$ cat config.mk
export PLATFORM = sky130hd
export DESIGN_NAME = plc_table
export DESIGN_NICKNAME = d
export VERILOG_FILES = /design/src/design/plc_pkg.sv /design/src/design/plc_table.sv
export SDC_FILE = /design/constraint.sdc
export NUM_CORES = 2
export LEC_CHECK = 0
export ABC_AREA = 1
export BUFFER_PORTS_ARGS = -buffer_cell sky130_fd_sc_hd__buf_2
export CELL_PAD_IN_SITES_DETAIL_PLACEMENT = 1
export CELL_PAD_IN_SITES_GLOBAL_PLACEMENT = 2
export CORE_ASPECT_RATIO = 0.75
export CORE_UTILIZATION = 47
export DETAILED_ROUTE_END_ITERATION = 10
export GPL_TIMING_DRIVEN = 1
export PLACE_DENSITY_LB_ADDON = 0.12
export SLEW_MARGIN = 20
export SYNTH_ARGS = -nofsm -noshare
export SYNTH_HDL_FRONTEND = slang
export SYNTH_SLANG_ARGS = --single-unit
export TNS_END_PERCENT = 30
$ cat constraint.sdc
create_clock -name clk -period 7.7 [get_ports clk]
set_input_delay 0.385 -clock clk [delete_from_list [all_inputs] [get_ports clk]]
set_output_delay 0.385 -clock clk [all_outputs]
set_load 0.01 [all_outputs]
$ cat src/design/plc_pkg.sv
`timescale 1ns / 1ps
// plc_pkg: shared widths, codes and sideband type for the piecewise-linear
// calibration pipeline; no dependencies
package plc_pkg;

	localparam int NUM_RANGES_DEF = 6;
	localparam int NUM_POINTS_DEF = 7;

	// field widths
	localparam int PT_RD_W  = 16;  // breakpoint reading, integer counts
	localparam int RD_W     = 24;  // reading, Q16.8
	localparam int VAL_W    = 32;  // value, Q20.12
	localparam int FRAC_W   = RD_W - PT_RD_W;

	// datapath widths
	localparam int DEN_W    = RD_W;            // |reading difference|
	localparam int PROD_W   = RD_W + VAL_W;    // |dividend|
	localparam int SUM_W    = PROD_W + 2;      // signed sum
	localparam int DIV_STEP = 4;               // quotient bits per divider stage
	localparam int DIV_STAGES = PROD_W / DIV_STEP;

	localparam logic [VAL_W-1:0] MIN_VAL = VAL_W'(4);  // 0.001 in Q20.12
	localparam logic [VAL_W-1:0] MAX_VAL = '1;

	// operations
	localparam logic OP_LOAD    = 1'b0;
	localparam logic OP_CONVERT = 1'b1;

	// register map, index taken from paddr[2]
	localparam logic REG_CAL_VALID = 1'b0;

	typedef struct packed {
		logic             force_zero;  // uncalibrated or bad bank
		logic             neg;         // quotient is negative
		logic             den_zero;    // equal breakpoint readings
		logic [VAL_W-1:0] lv;          // lower breakpoint value
	} side_t;

endpackage

$ cat src/design/plc_table.sv
`timescale 1ns / 1ps
// plc_table: breakpoint store, one row of readings and values per bank,
// written one point at a time, read a whole row; uses plc_pkg
module plc_table import plc_pkg::*; #(
	parameter int NUM_RANGES = NUM_RANGES_DEF,
	parameter int NUM_POINTS = NUM_POINTS_DEF,
	localparam int BANK_W = (NUM_RANGES > 1) ? $clog2(NUM_RANGES) : 1,
	localparam int PT_W   = $clog2(NUM_POINTS)
) (
	input  logic                                 clk,
	input  logic                                 wr_en,
	input  logic [BANK_W-1:0]                    wr_bank,
	input  logic [PT_W-1:0]                      wr_pt,
	input  logic [PT_RD_W-1:0]                   wr_rd,
	input  logic [VAL_W-1:0]                     wr_val,
	input  logic                                 rd_en,
	input  logic [BANK_W-1:0]                    rd_bank,
	output logic [NUM_POINTS-1:0][PT_RD_W-1:0]   rd_row_s1,
	output logic [NUM_POINTS-1:0][VAL_W-1:0]     val_row_s1
);

	logic [NUM_POINTS-1:0][PT_RD_W-1:0] rd_mem  [NUM_RANGES];
	logic [NUM_POINTS-1:0][VAL_W-1:0]   val_mem [NUM_RANGES];

	always_ff @(posedge clk) begin
		if (wr_en) begin
			rd_mem[wr_bank][wr_pt]  <= wr_rd;
			val_mem[wr_bank][wr_pt] <= wr_val;
		end
		if (rd_en) begin
			rd_row_s1  <= rd_mem[rd_bank];
			val_row_s1 <= val_mem[rd_bank];
		end
	end

endmodule

**Yosys cells after proc, flatten, opt, wreduce, memory -nomap -nowiden**

Memory sizes are Yosys's and may differ from the RTL's. A register that Yosys moved wholly into a read port is not among the register bits.
Index checks and enable logic that the tools add are counted.

- Muxes and demuxes: 7
- $lt $le $gt $ge: 2
- Reduce and logical (&&, ||, !) cells: 1

Operators by type and width:

| kind | count |
|---|---|
| 224-bit two-way mux | 1 |
| 112-bit two-way mux | 1 |
| 32-bit demux with 3-bit select | 1 |
| 16-bit demux with 3-bit select | 1 |
| 32-bit two-way mux | 1 |
| 16-bit two-way mux | 1 |
| 3-bit by 4-bit less-than comparator with 1-bit output, second input constant | 1 |
| 3-bit by 1-bit greater-or-equal comparator with 1-bit output, second input constant | 1 |
| 1-bit logical AND | 1 |
| 1-bit two-way mux | 1 |

- Memory bits (writable): 2016
- Register bits after elaboration: 0
- Logic and storage cells: 12
- Memories: 2
- Output and inout port bits: 336
- Input port bits: 60

Memory list:

| name | depth | bits a word | rd ports | clocked after Yosys merged registers in | write ports | RTL line | text |
|---|---|---|---|---|---|---|---|
| val_mem | 6 | 224 | 1 | 1 | 1 | plc_table.sv:23 | `logic [NUM_POINTS-1:0][VAL_W-1:0] val_mem [NUM_RANGES];` |
| rd_mem | 6 | 112 | 1 | 1 | 1 | plc_table.sv:22 | `logic [NUM_POINTS-1:0][PT_RD_W-1:0] rd_mem [NUM_RANGES];` |

**Longest topological paths before layout**

- Depth after elaboration: 5
- Depth in mapped cells: 10
- Mapped depth without buffers: 5

**Least setup slack after synthesis**

No wires, ideal clock.

- Path kind: input to register
- Start: input port wr_en
- End: memory rd_mem[0][100] (netlist bit) (enable)
- Arrival time: 2.812 ns
- Library setup time: 0.454 ns
- Setup slack: 4.434 ns
- Stages: 4
- Cell sequence: inv_1 > nor2_1 > nand3_1 > nor2_1

- Longest elaborated chain between the ends: 2

Ends and longest elaborated chain:

| element | RTL line | text |
|---|---|---|
| start: declaration | plc_table.sv:11 | `input logic wr_en,` |
| 1-bit two-way mux | plc_table.sv:26 | `if (wr_en) begin` |
| 112-bit two-way mux (implied by the code) | plc_table.sv:27 | `rd_mem[wr_bank][wr_pt] <= wr_rd;` |
| end: declaration | plc_table.sv:22 |  |

No other way between the ends.

==> reports/summary.txt <==
CP endpoint kind: flop
Overall power: 26.1 mW
Critical path type: input pin to flop
Cell Chain, Critical Path: buf_8 -> buf_12 -> buf_12 -> nand2_1 -> nand3_1 -> nand3_1 -> nand2_1
Commonest cells post-synth: edfxtp_1 (2352), nand2_1 (1687), nand3_1 (1015), nor2_1 (718), o21ai_0 (330)
CTS tree: done
Startpoint Class: input pin
Fmax: 384 MHz
Slowest Stage Delay on Critical Path: 0.57 ns
Crit Path Max Fanout: 212
RSZ-0062 raised after global routing: false
Post-Synth XOR/XNOR Area: 0%
CTS Hold Bufs: 0
Final WL: 252000 um
Most common cell in the netlist: edfxtp_1
Synth Area in Simple Gates: 16.0%
Setup_tns: 0 ns
Mux contribution to synthesized area: 0%
Initial Util: 47.4%
Register bit total from synthesis: 2352
Cells after Synth: 6489
Die X: 502 um
Largest net degree at the start of global routing: 274
Met2 usage: 43.6%
Post-synthesis cell type count: 14
P_leak: 34.9 nW
Synth Area in Compound Gates: 1.91%
Clock tree buffer depth: 3
YS warnings: 0
Worst Clk Skew: 0.0278 ns
Vert. Die Dim: 377 um
Core Region: 186000 sq um
I/O pin total: 396
Post-Syn Area: 88200 sq um
Post-Synth Adder-Cell Area: 0%
Status: complete, but fails checks
Synth area leader: edfxtp_1
PwrDens: 262 nW/um^2
Detailed Route Iter0 Violations: 4660
Grt total ovfl: 0
Slew HR: -13.2%
Clk sinks: 2352
Max Cap Viol: 0
Fin. max-slew vios: 128
Initial antenna violation count: 28
Yosys top cell area share: 80.1%
Clock Latency Late Sink: 0.85 ns
Std-Cell Rows: 137
Fin crit share: 33.8%
Syn nets: 6549
Number of synthesized flops with an enable pin: 2352
Drt wl/cell: 26.6 um
Synth area leaders: edfxtp_1 (80%), nand2_1 (7.2%), nand3_1 (5.8%), nor2_1 (3.1%), o21ai_0 (1.9%)
Top_reg_cell synth: edfxtp_1
Vias per std cell: 5.60
Number of setup violations in the final report: 0
First-pass GRT wire length: 365000 um
R2R setup slack: 6.57 ns
Clk slew on worst S/H paths: 0.06 ns
Htree depth: 4
Avg Cell Area, Syn: 13.6 sq um
Busiest grt layer: met2
Worst Setup Slack, final: 5.10 ns
Die area: 189000 sq um
VDD IR max: 232 uV
Crit path time final: 2.60 ns
Via count: 53.1k
I/O Buffers: 395
CTS root buf: clkbuf_16
CTS Buf Count: 222
Hold Fails Final Rpt: 0
Post-cts gate resize count: 0
Post-DRT Antenna Nets: 0
Dpl ws: 4.43 ns
Grt met3 use: 3.56%
Hold depth: 1
Violated checks: slew limit
Share of layout cells above drive strength 1: 11.4%
Setup repair bufs after CTS: 0
Area Growth Syn to Fin: 12.7%
Total GRT Usage: 26.5%
Vias in the first global route: 54.6k
Worst endpoint required time: 8.40 ns
Fin nets: 6880
Largest family of logic cells by synthesized area: simple AND/OR/NAND/NOR gates
Worst endpoint data arrival time: 3.31 ns
GR Layer Usage met1: 36.5%
Worst Hold Class: input pin to flop
Async SR Flop Fraction: 0%
Crit-path slowest cell: buf_12
Post-route DRC: 0
Initial DRT Pass Iterations: 5
Reg2reg path depth: 4
Worst Max-Slew Pin Slew: 1.70 ns
Seq/Total Area, Yosys: 80.1%
GP Congestion: 0.742
Detail Placement HPWL: 127000 um
[worst max-delay path: cells and delay by family]
family	cells	cell delay [ns]
buffers and inverters	3	1.48
and+or+nand+nor	4	0.59
[worst paths after layout]
| kind | from | end |
|---|---|---|
| setup / recovery | rd_bank[0] | val_row_s1[149] |
| hold / removal | wr_val[27] | val_mem[5][123] |
| setup reg to reg | val_mem[4][91] | val_row_s1[91] |
| hold reg to reg | val_mem[5][88] | val_row_s1[88] |
[where the power goes]
part           switching (mW)  internal (mW)
sequential              0.125           14.3
combinational            1.04          0.332
clock                    4.65           5.58
total                    5.81           20.2
[metrics by stage]
stage / util (%) / area (sq um) / hold slack [ns] / instances
2_1_floorplan: - / 88200 / 0.484 / 6489
3_3_place_gp: 49.8 / 92700 / 0.513 / 9094
3_5_place_dp: 49.8 / 92700 / 0.522 / 9095
4_1_cts: 53.3 / 99300 / 0.00506 / 9485
5_1_grt: 53.4 / 99400 / 0.0281 / 9490
6_report: 53.4 / 99400 / 0.0785 / 9496
[cell families after synthesis]
logic type | Yosys count
flops | 2352
buf+inv | 381
compound gates | 336
simple gates | 3420
[layout make-up]
type / count / area, sq um
clock buffers: 293 / 5990
repair buffers: 478 / 2890
clock inverters: 97 / 572
well taps: 2502 / 3130
fillers: 18300 / 86800
flip-flops and latches: 2352 / 70600
diodes: 8 / 20.0
multi-input cells: 3756 / 16100
inverters: 10 / 68.8
[cell usage in the layout (no fill, tap or decap), drive strengths merged]
| cell type | n |
|---|---|
| clkbuf | 293 |
| dlygate4sd3 | 1 |
| nor2 | 718 |
| buf | 477 |
| diode | 8 |
| nand2 | 1687 |
| bufinv | 5 |
| nand3 | 1015 |
| inv | 14 |
| o21ai | 336 |
| edfxtp | 2352 |
| clkinv | 86 |
| clkinvlp | 2 |
[flip-flops by register name (all words and copies together), names as in the netlist]
register and flops:
val_row_s1 224, val_mem 1344, rd_mem 672, rd_row_s1 112
[per-layer routing]
| metal | vias to the layer above | part of all wire (%) |
|---|---|---|
| li1 | 23800 | - |
| met4 | 0 | 3.2 |
| met2 | 1331 | 48 |
| met3 | 330 | 5.4 |
| met1 | 27700 | 43 |
| met5 | - | 0 |
(Power assumes the default switching activity.)
