**config.mk**
```make
export PLATFORM = sky130hd
export DESIGN_NAME = plc_seg
export DESIGN_NICKNAME = d
export VERILOG_FILES = /design/src/design/plc_pkg.sv /design/src/design/plc_seg.sv
export SDC_FILE = /design/constraint.sdc
export NUM_CORES = 1
export LEC_CHECK = 0
export BUFFER_PORTS_ARGS = -buffer_cell sky130_fd_sc_hd__buf_2
export CAP_MARGIN = 0
export CORE_MARGIN = 2
export CORE_UTILIZATION = 52
export CTS_CLUSTER_SIZE = 12
export DETAILED_ROUTE_END_ITERATION = 10
export PLACE_DENSITY_LB_ADDON = 0.05
export SLEW_MARGIN = 0
export SYNTH_ARGS = -nofsm -noshare
export SYNTH_HDL_FRONTEND = slang
export SYNTH_SLANG_ARGS = --single-unit
export TNS_END_PERCENT = 20
```
**constraint.sdc**
```tcl
create_clock -name clk -period 4.8 [get_ports clk]
set_input_delay 0.48 -clock clk [delete_from_list [all_inputs] [get_ports clk]]
set_output_delay 0.48 -clock clk [all_outputs]
set_load 0.01 [all_outputs]
```
**src/design/plc_pkg.sv**
```systemverilog
`timescale 1ns / 1ps
// plc_pkg: shared widths, codes and sideband type for the piecewise-linear
// calibration pipeline; no dependencies
package plc_pkg;

	localparam int NUM_RANGES_DEF = 6;
	localparam int NUM_POINTS_DEF = 7;

	// field widths
	localparam int PT_RD_W  = 16;  // breakpoint reading, integer counts
	localparam int RD_W     = 24;  // reading, Q16.8
	localparam int VAL_W    = 32;  // value, Q20.12
	localparam int FRAC_W   = RD_W - PT_RD_W;

	// datapath widths
	localparam int DEN_W    = RD_W;            // |reading difference|
	localparam int PROD_W   = RD_W + VAL_W;    // |dividend|
	localparam int SUM_W    = PROD_W + 2;      // signed sum
	localparam int DIV_STEP = 4;               // quotient bits per divider stage
	localparam int DIV_STAGES = PROD_W / DIV_STEP;

	localparam logic [VAL_W-1:0] MIN_VAL = VAL_W'(4);  // 0.001 in Q20.12
	localparam logic [VAL_W-1:0] MAX_VAL = '1;

	// operations
	localparam logic OP_LOAD    = 1'b0;
	localparam logic OP_CONVERT = 1'b1;

	// register map, index taken from paddr[2]
	localparam logic REG_CAL_VALID = 1'b0;

	typedef struct packed {
		logic             force_zero;  // uncalibrated or bad bank
		logic             neg;         // quotient is negative
		logic             den_zero;    // equal breakpoint readings
		logic [VAL_W-1:0] lv;          // lower breakpoint value
	} side_t;

endpackage

```
**src/design/plc_seg.sv**
```systemverilog
`timescale 1ns / 1ps
// plc_seg: segment choice, then breakpoint select and the three differences
// as sign and magnitude; two pipeline stages; uses plc_pkg
module plc_seg import plc_pkg::*; #(
	parameter int NUM_POINTS = NUM_POINTS_DEF,
	localparam int PT_W = $clog2(NUM_POINTS)
) (
	input  logic                                clk,
	input  logic                                arst_n,
	input  logic                                adv,
	input  logic                                vld_s1,
	input  logic [RD_W-1:0]                     v_s1,
	input  logic                                fz_s1,
	input  logic [NUM_POINTS-1:0][PT_RD_W-1:0]  rd_row_s1,
	input  logic [NUM_POINTS-1:0][VAL_W-1:0]    val_row_s1,
	output logic                                vld_s3,
	output logic [DEN_W-1:0]                    a_mag_s3,
	output logic [VAL_W-1:0]                    b_mag_s3,
	output logic [DEN_W-1:0]                    d_mag_s3,
	output side_t                               side_s3
);

	logic [NUM_POINTS-2:0] below;
	logic                  upper0;
	logic [PT_W-1:0]       seg_n;

	logic                               vld_s2;
	logic [PT_W-1:0]                    seg_s2;
	logic [RD_W-1:0]                    v_s2;
	logic                               fz_s2;
	logic [NUM_POINTS-1:0][PT_RD_W-1:0] rd_row_s2;
	logic [NUM_POINTS-1:0][VAL_W-1:0]   val_row_s2;

	// lower breakpoint of segment s lies below the reading
	always_comb begin
		for (int s = 0; s < NUM_POINTS - 1; s++) begin
			below[s] = v_s1 > {rd_row_s1[s+1], FRAC_W'(0)};
		end
		upper0 = {rd_row_s1[0], FRAC_W'(0)} >= v_s1;
	end

	always_comb begin
		seg_n = PT_W'(NUM_POINTS - 2);
		for (int s = NUM_POINTS - 3; s >= 1; s--) begin
			if (below[s]) seg_n = PT_W'(s);
		end
		if (upper0 && below[0]) seg_n = '0;
	end

	always_ff @(posedge clk or negedge arst_n) begin
		if (!arst_n) begin
			vld_s2 <= 1'b0;
		end else if (adv) begin
			vld_s2 <= vld_s1;
		end
	end

	always_ff @(posedge clk) begin
		if (adv) begin
			seg_s2     <= seg_n;
			v_s2       <= v_s1;
			fz_s2      <= fz_s1;
			rd_row_s2  <= rd_row_s1;
			val_row_s2 <= val_row_s1;
		end
	end

	logic [PT_W-1:0]   seg_lo;
	logic [RD_W:0]     hr, lr, a_dif, d_dif;
	logic [VAL_W:0]    hv, lv, b_dif;
	logic [DEN_W-1:0]  a_mag, d_mag;
	logic [VAL_W-1:0]  b_mag;

	always_comb begin
		seg_lo = seg_s2 + PT_W'(1);
		hr     = {1'b0, rd_row_s2[seg_s2], FRAC_W'(0)};
		lr     = {1'b0, rd_row_s2[seg_lo], FRAC_W'(0)};
		hv     = {1'b0, val_row_s2[seg_s2]};
		lv     = {1'b0, val_row_s2[seg_lo]};
		a_dif  = {1'b0, v_s2} - lr;
		d_dif  = hr - lr;
		b_dif  = hv - lv;
		a_mag  = a_dif[RD_W] ? DEN_W'(-a_dif) : a_dif[DEN_W-1:0];
		d_mag  = d_dif[RD_W] ? DEN_W'(-d_dif) : d_dif[DEN_W-1:0];
		b_mag  = b_dif[VAL_W] ? VAL_W'(-b_dif) : b_dif[VAL_W-1:0];
	end

	always_ff @(posedge clk or negedge arst_n) begin
		if (!arst_n) begin
			vld_s3 <= 1'b0;
		end else if (adv) begin
			vld_s3 <= vld_s2;
		end
	end

	always_ff @(posedge clk) begin
		if (adv) begin
			a_mag_s3           <= a_mag;
			b_mag_s3           <= b_mag;
			d_mag_s3           <= d_mag;
			side_s3.force_zero <= fz_s2;
			side_s3.neg        <= a_dif[RD_W] ^ b_dif[VAL_W] ^ d_dif[RD_W];
			side_s3.den_zero   <= (d_dif == '0);
			side_s3.lv         <= lv[VAL_W-1:0];
		end
	end

endmodule

```
Word-level counts from Yosys, hierarchy flattened. Cells that the tools add are included.

Bits in registers: 481. Latch bits: 0. Memory bits (writable): 0. ROM bits: 0. Memories: 0.

Add/subtract/negate cells: 7. $mul: 0. Divide/modulo/power cells: 0. $lt $le $gt $ge: 8. Eq/ne operators: 0. Shift operators: 0. Mux-type cells: 15. Bitwise operators: 2. Reduce and logical (&&, ||, !) cells: 4.

Operators by type and width (count): $bmux W32 S3 (2); $gt A24 B24 Y1 (5); $bmux W16 S3 (2); $mux W32 (3); $sub A24 B24 Y25 (2); $mux W24 (2); $neg A24 Y24 (2); $sub A32 B32 Y33 (1); $mux W16 (2); $neg A32 Y32 (1); $logic_not A25 Y1 (1); $ge A24 B24 Y1 (1); $lt A3 B4 Y1 const B (2); $mux W2 (2); $reduce_or A4 Y1 (1); $add A3 B1 Y3 const B (1); $mux W1 (2); $reduce_or A2 Y1 (1); $xor A1 B1 Y1 (2); $logic_and A1 B1 Y1 (1).

Logic depth before layout (Yosys ltp). Gate-level depths: netlist (run 1).

Depth in word-level cells: 6. Mapped depth: 21. Mapped depth without buffers: 17.

Least setup slack after synthesis (run 1). OpenSTA, ideal clock, no wires.

Path kind: reg2reg. Start: reg seg_s2[0]. End: reg b_mag_s3[29], data pin. Arrival time: 4984 ps. Slack: -447 ps. Cell stages (with the launch flop): 20. Path buffers: 4. Cells stage by stage: edfxtp_1 -> clkbuf_1 -> buf_1 -> clkbuf_1 -> clkbuf_1 -> mux4_2 -> nand2_1 -> o21ai_0 -> ha_1 -> fa_1 -> nor2b_4 -> o221ai_1 -> a21boi_1 -> o22ai_1 -> nor4_4 -> nand4bb_4 -> or4_4 -> nor4_4 -> a31oi_1 -> xor2_1.

Cells in the longest elaborated chain, start to end: 6.

RTL lines: start: declaration (line plc_seg.sv:28) `logic [PT_W-1:0] seg_s2;`; start signal: assignment (line plc_seg.sv:60) `seg_s2 <= seg_n;`; $add A3 B1 Y3 * (line plc_seg.sv:75) `seg_lo = seg_s2 + PT_W'(1);`; $bmux W32 S3 * (line plc_seg.sv:79) `lv = {1'b0, val_row_s2[seg_lo]};`; $mux W32 (implied by the code) * (line plc_seg.sv:79); named net lv[0] (line plc_seg.sv:70) `logic [VAL_W:0] hv, lv, b_dif;`; $sub A32 B32 Y33 * (line plc_seg.sv:82) `b_dif = hv - lv;`; $neg A32 Y32 (line plc_seg.sv:85) `b_mag = b_dif[VAL_W] ? VAL_W'(-b_dif) : b_dif[VAL_W-1:0];`; $mux W32 * (line plc_seg.sv:85); named net b_mag[29] (line plc_seg.sv:72) `logic [VAL_W-1:0] b_mag;`; end signal: assignment (line plc_seg.sv:99) `b_mag_s3 <= b_mag;`; end: declaration (line plc_seg.sv:18) `output logic [VAL_W-1:0] b_mag_s3,`.

The timed path passes the listed nets; every way through them passes the cells marked *. The select of a mux whose other input is x is not followed. A chain may end at the register's enable or synchronous reset.

Worst setup path in the final report (run 1).
Start: reg seg_s2[0]. End: reg b_mag_s3[31], data pin.

Cells in the longest elaborated chain, start to end: 6.

RTL lines (line): $add A3 B1 Y3 (plc_seg.sv:75); $bmux W32 S3 (plc_seg.sv:79); $mux W32 (implied by the code) (plc_seg.sv:79); $sub A32 B32 Y33 * (plc_seg.sv:82); $neg A32 Y32 (plc_seg.sv:85); $mux W32 * (plc_seg.sv:85); named net b_mag[31] (plc_seg.sv:72).

Marks and branches as above.

==> results.md, run 1 <==
* Status: complete, no violations
* Ys Warns at 0
* Period utilization at about 98%
* Worst-Margin Slew at 0.809 ns
* Layout cells sized above 1 at about 36%
* Worst slew margin at 46.0%
* CTS H-tree lvls at 2
* DRC at 0
* Hold Crit Class: in2reg
* First-pass GRT wire length at 118000 um
* Clk root buf: clkbuf_16
* # setup viols final at 0
* PortBufs at ~470
* Clk slew on worst S/H paths at 0.06 ns
* Yosys reg bits at 473
* Clock Skews at approximately 0.022 ns
* CP Max Fanout at 8
* Final nets at between 3000 and 4000
* Critical path arrival at between 5 and 6 ns
* Post-route ant nets at 0
* Initial antenna violation count at 14
* Crit path top cell by count: nor4_4
* Ranking of synthesized cells by area: edfxtp_1 (52%), mux4_2 (8.0%), ha_1 (7.6%), a21oi_1 (3.5%), nor2_1 (2.6%)
* Post-layout min period at 4.73 ns
* Commonest cells in the netlist: edfxtp_1 (471), a21oi_1 (189), nor2_1 (184), ha_1 (164), inv_1 (151)
* Share of the synthesized area in the top cell type at 52.2%
* CTS buffer count at 51
* Crit. End Element: flop
* Register area share after synthesis at 52.4%
* Total power at 21.4 mW
* Fmax achieved at approximately 0.21 GHz
* Setup_tns at 0 ns
* Average cell area after synthesis at roughly 12 um2
* Largest stage delay, worst path at 0.47 ns
* Pre-CTS WS at -0.0605 ns
* Final Wtd Congestion at roughly 0.96
* Critical path cell sequence: ha_4 > buf_6 > mux2_2 > a22oi_2 > o21a_1 > buf_4 > ha_1 > nor2b_1 > o211ai_1 > nand2_1 > o311a_4 > nor4_4 > nand4bb_4 > or4_4 > nor4_4 > a31oi_2 > xnor2_1
* CTS Buffer Depth at 3
* Worst path slowest cell: or4_4
* Die height at 232 um
* Post-synth EDFFs at 471
* Fillers at 3924
* RSZ-0062 raised after global routing: yes
* Clock Latency Late Sink at 0.61 ns
* Core box area at just over 50000 um2
* Area leader, netlist: edfxtp_1
* CP required at approximately 5 ns
* Pleak at 14.4 nW
* Row Count at 83
* Clock sink count at 473
* Layout area overhead at 27.2%
* Vias at 20900
* CTS tree: done
* Cell Pwr Density at 622 nW/um2
* Worst-case vdd ir drop at 0.389 mV
* Final HPWL from detailed placement at 61500 um
* Final Hold Viols at 0
* Max-Cap Viols at 0
* Starting DRT DRC Count at 1586
* Drt first pass iters at 5
* Startpoint types: flop
* Die width at 232 um
* Kind of critical path: reg2reg
* GR Overflow Total at 0
* Vias in the first global route at 20800
* Final setup margin at 0.0734 ns
* Yosys cell types at 89
* Top-count cell post-synth: edfxtp_1
* Starting density of the core at ~53%
* WL final at 82700 um
* Avg WL per Cell at roughly 23 um
* Post-synth ARST share at less than 1%
* Synth Flop Type: edfxtp_1
* Mapped Area at 27100 um2
* Vias/cell at 5.83
* Worst hold slack at 0.0487 ns
* All-layer global routing usage at between 20% and 30%
* Die ar. at 53900 um2
* Ports at 481
* Syn Inst Count at roughly 2200
* Largest net degree at the start of global routing at 116
* Slew Limit Fails at 0
-- kinds of logic (layout without fill, tap and decap cells) --
group | Yosys count | after routing | synth area share (%)
buf+inv | 254 | 970 | 3.72
simple gates | 469 | 469 | 8.49
xor+xnor | 108 | 108 | 3.49
flops | 473 | 473 | 52.4
mux | 197 | 197 | 12.0
fa+ha+maj | 167 | 167 | 7.80
other cells | 1 | 18 | 0.0138
compound gates | 506 | 506 | 12.1
-- path summary, 6_finish.rpt --
path / from / cells past startpoint / end / slack (ns)
max reg2reg: seg_s2[0]$_SDFFCE_PP0P_ / 17 / b_mag_s3[31]$_DFFE_PP_ / 0.07
min: val_row_s1[104] / 1 / val_row_s2[104]$_DFFE_PP_ / 0.05
max in group asynchronous: arst_n / 2 / vld_s3$_DFFE_PN0P_ / 4.50
max: seg_s2[0]$_SDFFCE_PP0P_ / 17 / b_mag_s3[31]$_DFFE_PP_ / 0.07
min reg2reg: fz_s2$_DFFE_PP_ / 0 / side_s3[34]$_DFFE_PP_ / 0.43
min in group asynchronous: arst_n / 2 / vld_s2$_DFFE_PN0P_ / 0.20
-- routing by layer --
layer  track usage [%]  wire length (um)  share of wire [%]  vias to the layer above
met2              50.2             41500                 50                      837
met4              14.5              4080                4.9                        6
li1                  -                 -                  -                     9642
met1              35.2             31700                 38                    10200
met3              5.48              5460                6.6                      203
met5                 0                41              0.050                        -
-- registers in the layout, summed over array words and instances, names as in the netlist --
register,count
a_mag_s3,24
d_mag_s3,16
seg_s2,3
rd_row_s2,112
side_s3,35
v_s2,24
vld_s2,1
fz_s2,1
val_row_s2,224
vld_s3,1
b_mag_s3,32
-- stage by stage --
| step | util [%] | cells | area, um2 |
|---|---|---|---|
| 3_5_place_dp | 61.8 | 3448 | 31800 |
| 2_1_floorplan | - | 2182 | 27100 |
| 4_1_cts | 64.9 | 3538 | 33400 |
| 3_3_place_gp | 61.8 | 3448 | 31800 |
| 5_1_grt | 67.0 | 3588 | 34400 |
| 6_report | 67.0 | 3588 | 34400 |
-- layout by cell type (no fill, tap or decap), drive strengths merged, types with 27 or more instances in the layout --
cell type  Yosys  routed
nand4         27      27
nand2        101     101
o21a          59      59
nor2         185     185
mux2i         51      51
o21ai         66      66
mux2          50      50
buf           35     722
a21o          42      42
xnor2         64      64
nor3          30      30
inv          151     152
mux4          96      96
a22oi         48      48
xor2          44      44
ha           164     164
clkbuf        68      75
edfxtp       471     471
a21oi        191     191
-- repair_timing --
item	CTS	global route
pin swaps	2	31
cloned	0	9
hold buffers	1	0
endpoints found under the hold margin	2	0
setup endpoints to repair	31	66
setup buffers	1	31
resized for setup	8	131
-- critical path: cells and delay by family, from the launching register on --
family | cells | cell delay [ns]
buffers and inverters | 2 | 0.23
and+or+nand+nor | 6 | 1.64
xor gates and xnor gates | 1 | 0.16
DFF | 1 | 0.46
muxes | 1 | 0.33
adders and majority gates | 2 | 0.61
AOI/OAI and AO/OA | 5 | 1.02
-- report_power, final --
group          total [mW]  switching (mW)  internal, mW  leakage (nW)
Combinational        11.7            6.13          5.58          8.99
Clock                3.76            1.60          2.16         0.763
Sequential           5.94           0.280          5.66          4.64
-- final cells by class --
type	instances	area, um2	area share [%]
inverter	151	567	1.65
sequential	473	14200	41.2
timing repair buffer	731	4800	13.9
antenna	10	25.0	0.0726
tap	680	851	2.47
multi-input combinational	1455	12500	36.2
clock buffer	67	1380	4.00
clock inverter	21	178	0.516
(Power assumes the default switching activity.)
==> inputs of run 2 (changes only) <==
GPL_TIMING_DRIVEN = 0   (was not set)
PLACE_DENSITY = 0.78   (was not set)
PLACE_DENSITY_LB_ADDON = not set   (was 0.05)
==> run 2 against run 1 <==
The run now ends with setup timing left. Clock power is 4% higher. Combinational power fell by 7%. Hold slack worse by 0.011 ns. Register-to-register slack worse by 0.25 ns. Clock skew rose by 0.0059 ns. Critical path depth grew 2.
==> results.md, run 2 (synthesis gave the netlist of run 1 again) <==
* Core box area at 51400 um2 (unchanged)
* Worst hold stages at 1 (unchanged)
* PortBufs at 472 (unchanged)
* Worst-Margin Slew at 0.724 ns (-0.0848 ns)
* CTS Buffer Depth at 3 (unchanged)
* Initial antenna violation count at 23 (+9)
* Final core occ at 65.8% (-1.2 points)
* Total power at 20.7 mW (-3.1%)
* Critical path arrival at 5.29 ns (+0.23 ns)
* Drt first pass iters at 7 (+2)
* Max reg flops at 224 (unchanged)
* Clk slew on worst S/H paths at 0.06 ns (about the same)
* Die width at 232 um (unchanged)
* CP required at 5.11 ns (-0.02 ns)
* CTS H-tree lvls at 2 (unchanged)
* Final Hold Viols at 0 (unchanged)
* Layout cells sized above 1 at 35.0% (-1.3 points)
* DRC at 0 (unchanged)
* Vias at 21400 (+2.2%)
* Starting density of the core at 52.7% (unchanged)
* WL final at 87700 um (+6.0%)
* Clock Latency Late Sink at 0.62 ns (about the same)
* Commonest non-fill, non-tap cells in the layout: buf_2 (476), edfxtp_1 (471), nor2_1 (181)
* CP Max Fanout at 7 (-1)
* Vias/cell at 6.11 (+4.7%)
* Most common cell after layout, fill and taps aside: buf_2
* GR Overflow Total at 0 (unchanged)
* Clock sink count at 473 (unchanged)
* Die ar. at 53900 um2 (unchanged)
* Largest regs: val_row_s2: 224 flops, rd_row_s2: 112 flops, side_s3: 35 flops
* Largest net degree at the start of global routing at 118 (+1.7%)
* Hold Crit Class: in2reg
* Setup_tns at -1.23 ns (-1.23 ns)
* Pre-CTS WS at -2.26 ns (-2.20 ns)
* Final Wtd Congestion at 0.955 (-0.12%)
* Post-Place Cell Area at 30400 um2 (-4.1%)
* Post-route ant nets at 0 (unchanged)
* RSZ-0062 raised after global routing: yes
* Cell Pwr Density at 614 nW/um2 (-1.3%)
* Ports at 481 (unchanged)
* Slew Limit Fails at 0 (unchanged)
* Most flop-heavy register: val_row_s2
* Clock Skews at 0.0280 ns (+0.00592 ns)
* Period utilization at 104% (+5.3 points)
* Layout area overhead at 24.9%
* Worst slew margin at 51.7% (+5.7 points)
* Startpoint types: flop
* Avg WL per Cell at 25.0 um (+8.6%)
* # setup viols final at 13 (+13)
* Starting DRT DRC Count at 1956 (+23%)
* Final setup margin at -0.180 ns (-0.253 ns)
* Fmax achieved at 0.201 GHz (-5.1%)
* Post-layout min period at 4.98 ns (+0.253 ns)
* Fin cells at 3503 (-2.4%)
* Kind of critical path: reg2reg
* Max-Cap Viols at 0 (unchanged)
* CTS buffer count at 52 (+2.0%)
* CTS tree: done
* Crit. End Element: flop
* Clk root buf: clkbuf_16
* First-pass GRT wire length at 126000 um (+6.5%)
* Worst-case vdd ir drop at 0.358 mV (-7.9%)
* Worst r2r path cells at 19 (+2)
* Row Count at 83 (unchanged)
* Vias in the first global route at 21700 (+4.0%)
* Violated checks: setup timing
* Final HPWL from detailed placement at 65900 um (+7.1%)
* Placed insts at 3338 (-3.2%)
* Final Instance Area at 33800 um2 (-1.9%)
* Status: complete, but fails checks
* Final nets at 3297 (-2.9%)
* Die height at 232 um (unchanged)
* All-layer global routing usage at 31.4% (+2.1 points)
* Pleak at 13.9 nW (-3.4%)
* Worst hold slack at 0.0382 ns (-0.0106 ns)
run 2: cell types whose count changed in the layout (fill, tap and decap cells not counted), sizes merged:
cell,delta
buf,-151
clkbuf,+53
diode,+11
clkinv,-2
clkinvlp,+2
clkdlybuf4s15,+1
inv,+1
run 2: cell type report:
class / instances / area, um2
diodes: 21 / 52.6
plain buffers: 98 / 852
clock buffers: 69 / 1440
clock inverters: 22 / 203
fillers: 3788 / 17600
inverters: 151 / 567
multi-input cells: 1455 / 12700
flip-flops and latches: 473 / 14200
well taps: 680 / 851
repair buffers: 534 / 3000
run 2: layer usage:
metal | vias up | GRT usage (%) | share of wire, %
li1 | 9460 | - | -
met1 | 10500 | 36.9 | 36
met2 | 1185 | 54.4 | 50
met3 | 271 | 5.86 | 8.7
met4 | 6 | 16.9 | 5.6
met5 | - | 0 | 0.038
run 2: what timing repair did:
action | 4_1_cts | 5_1_grt
pin swaps | 31 | 35
hold endpoints to repair | 2 | 0
resized for setup | 231 | 117
hold buffers | 1 | 0
setup buffers | 28 | 26
endpoints found under the setup margin | 71 | 69
cloned | 0 | 3
run 2: worst paths after layout:
path	startpoint	endpoint	slack [ns]
max in group asynchronous	arst_n	vld_s3$_DFFE_PN0P_	4.51
worst min-delay path	val_row_s1[41]	val_row_s2[41]$_DFFE_PP_	0.04
worst max-delay path	seg_s2[0]$_SDFFCE_PP0P_	b_mag_s3[23]$_DFFE_PP_	-0.18
worst min register to register	fz_s2$_DFFE_PP_	side_s3[34]$_DFFE_PP_	0.42
worst max register to register	seg_s2[0]$_SDFFCE_PP0P_	b_mag_s3[23]$_DFFE_PP_	-0.18
min in group asynchronous	arst_n	vld_s2$_DFFE_PN0P_	0.19
run 2: critical path, stage by stage, from the launching register on:
cell,delay [ns]
edfxtp_1,0.44
ha_4,0.41
buf_12,0.15
buf_8,0.12
mux2_2,0.34
a22oi_2,0.13
o21a_1,0.22
ha_4,0.25
nor2b_4,0.14
o31a_1,0.37
buf_4,0.17
a31oi_4,0.20
a21boi_2,0.09
or3_4,0.36
a221oi_4,0.39
buf_4,0.19
nand2_1,0.08
nor3_1,0.26
a31oi_1,0.15
xor2_1,0.20
run 2: power by group:
| part | internal [mW] | total [mW] | switching (mW) |
|---|---|---|---|
| clock | 2.25 | 3.90 | 1.65 |
| combinational | 4.64 | 10.9 | 6.28 |
| sequential | 5.65 | 5.92 | 0.270 |
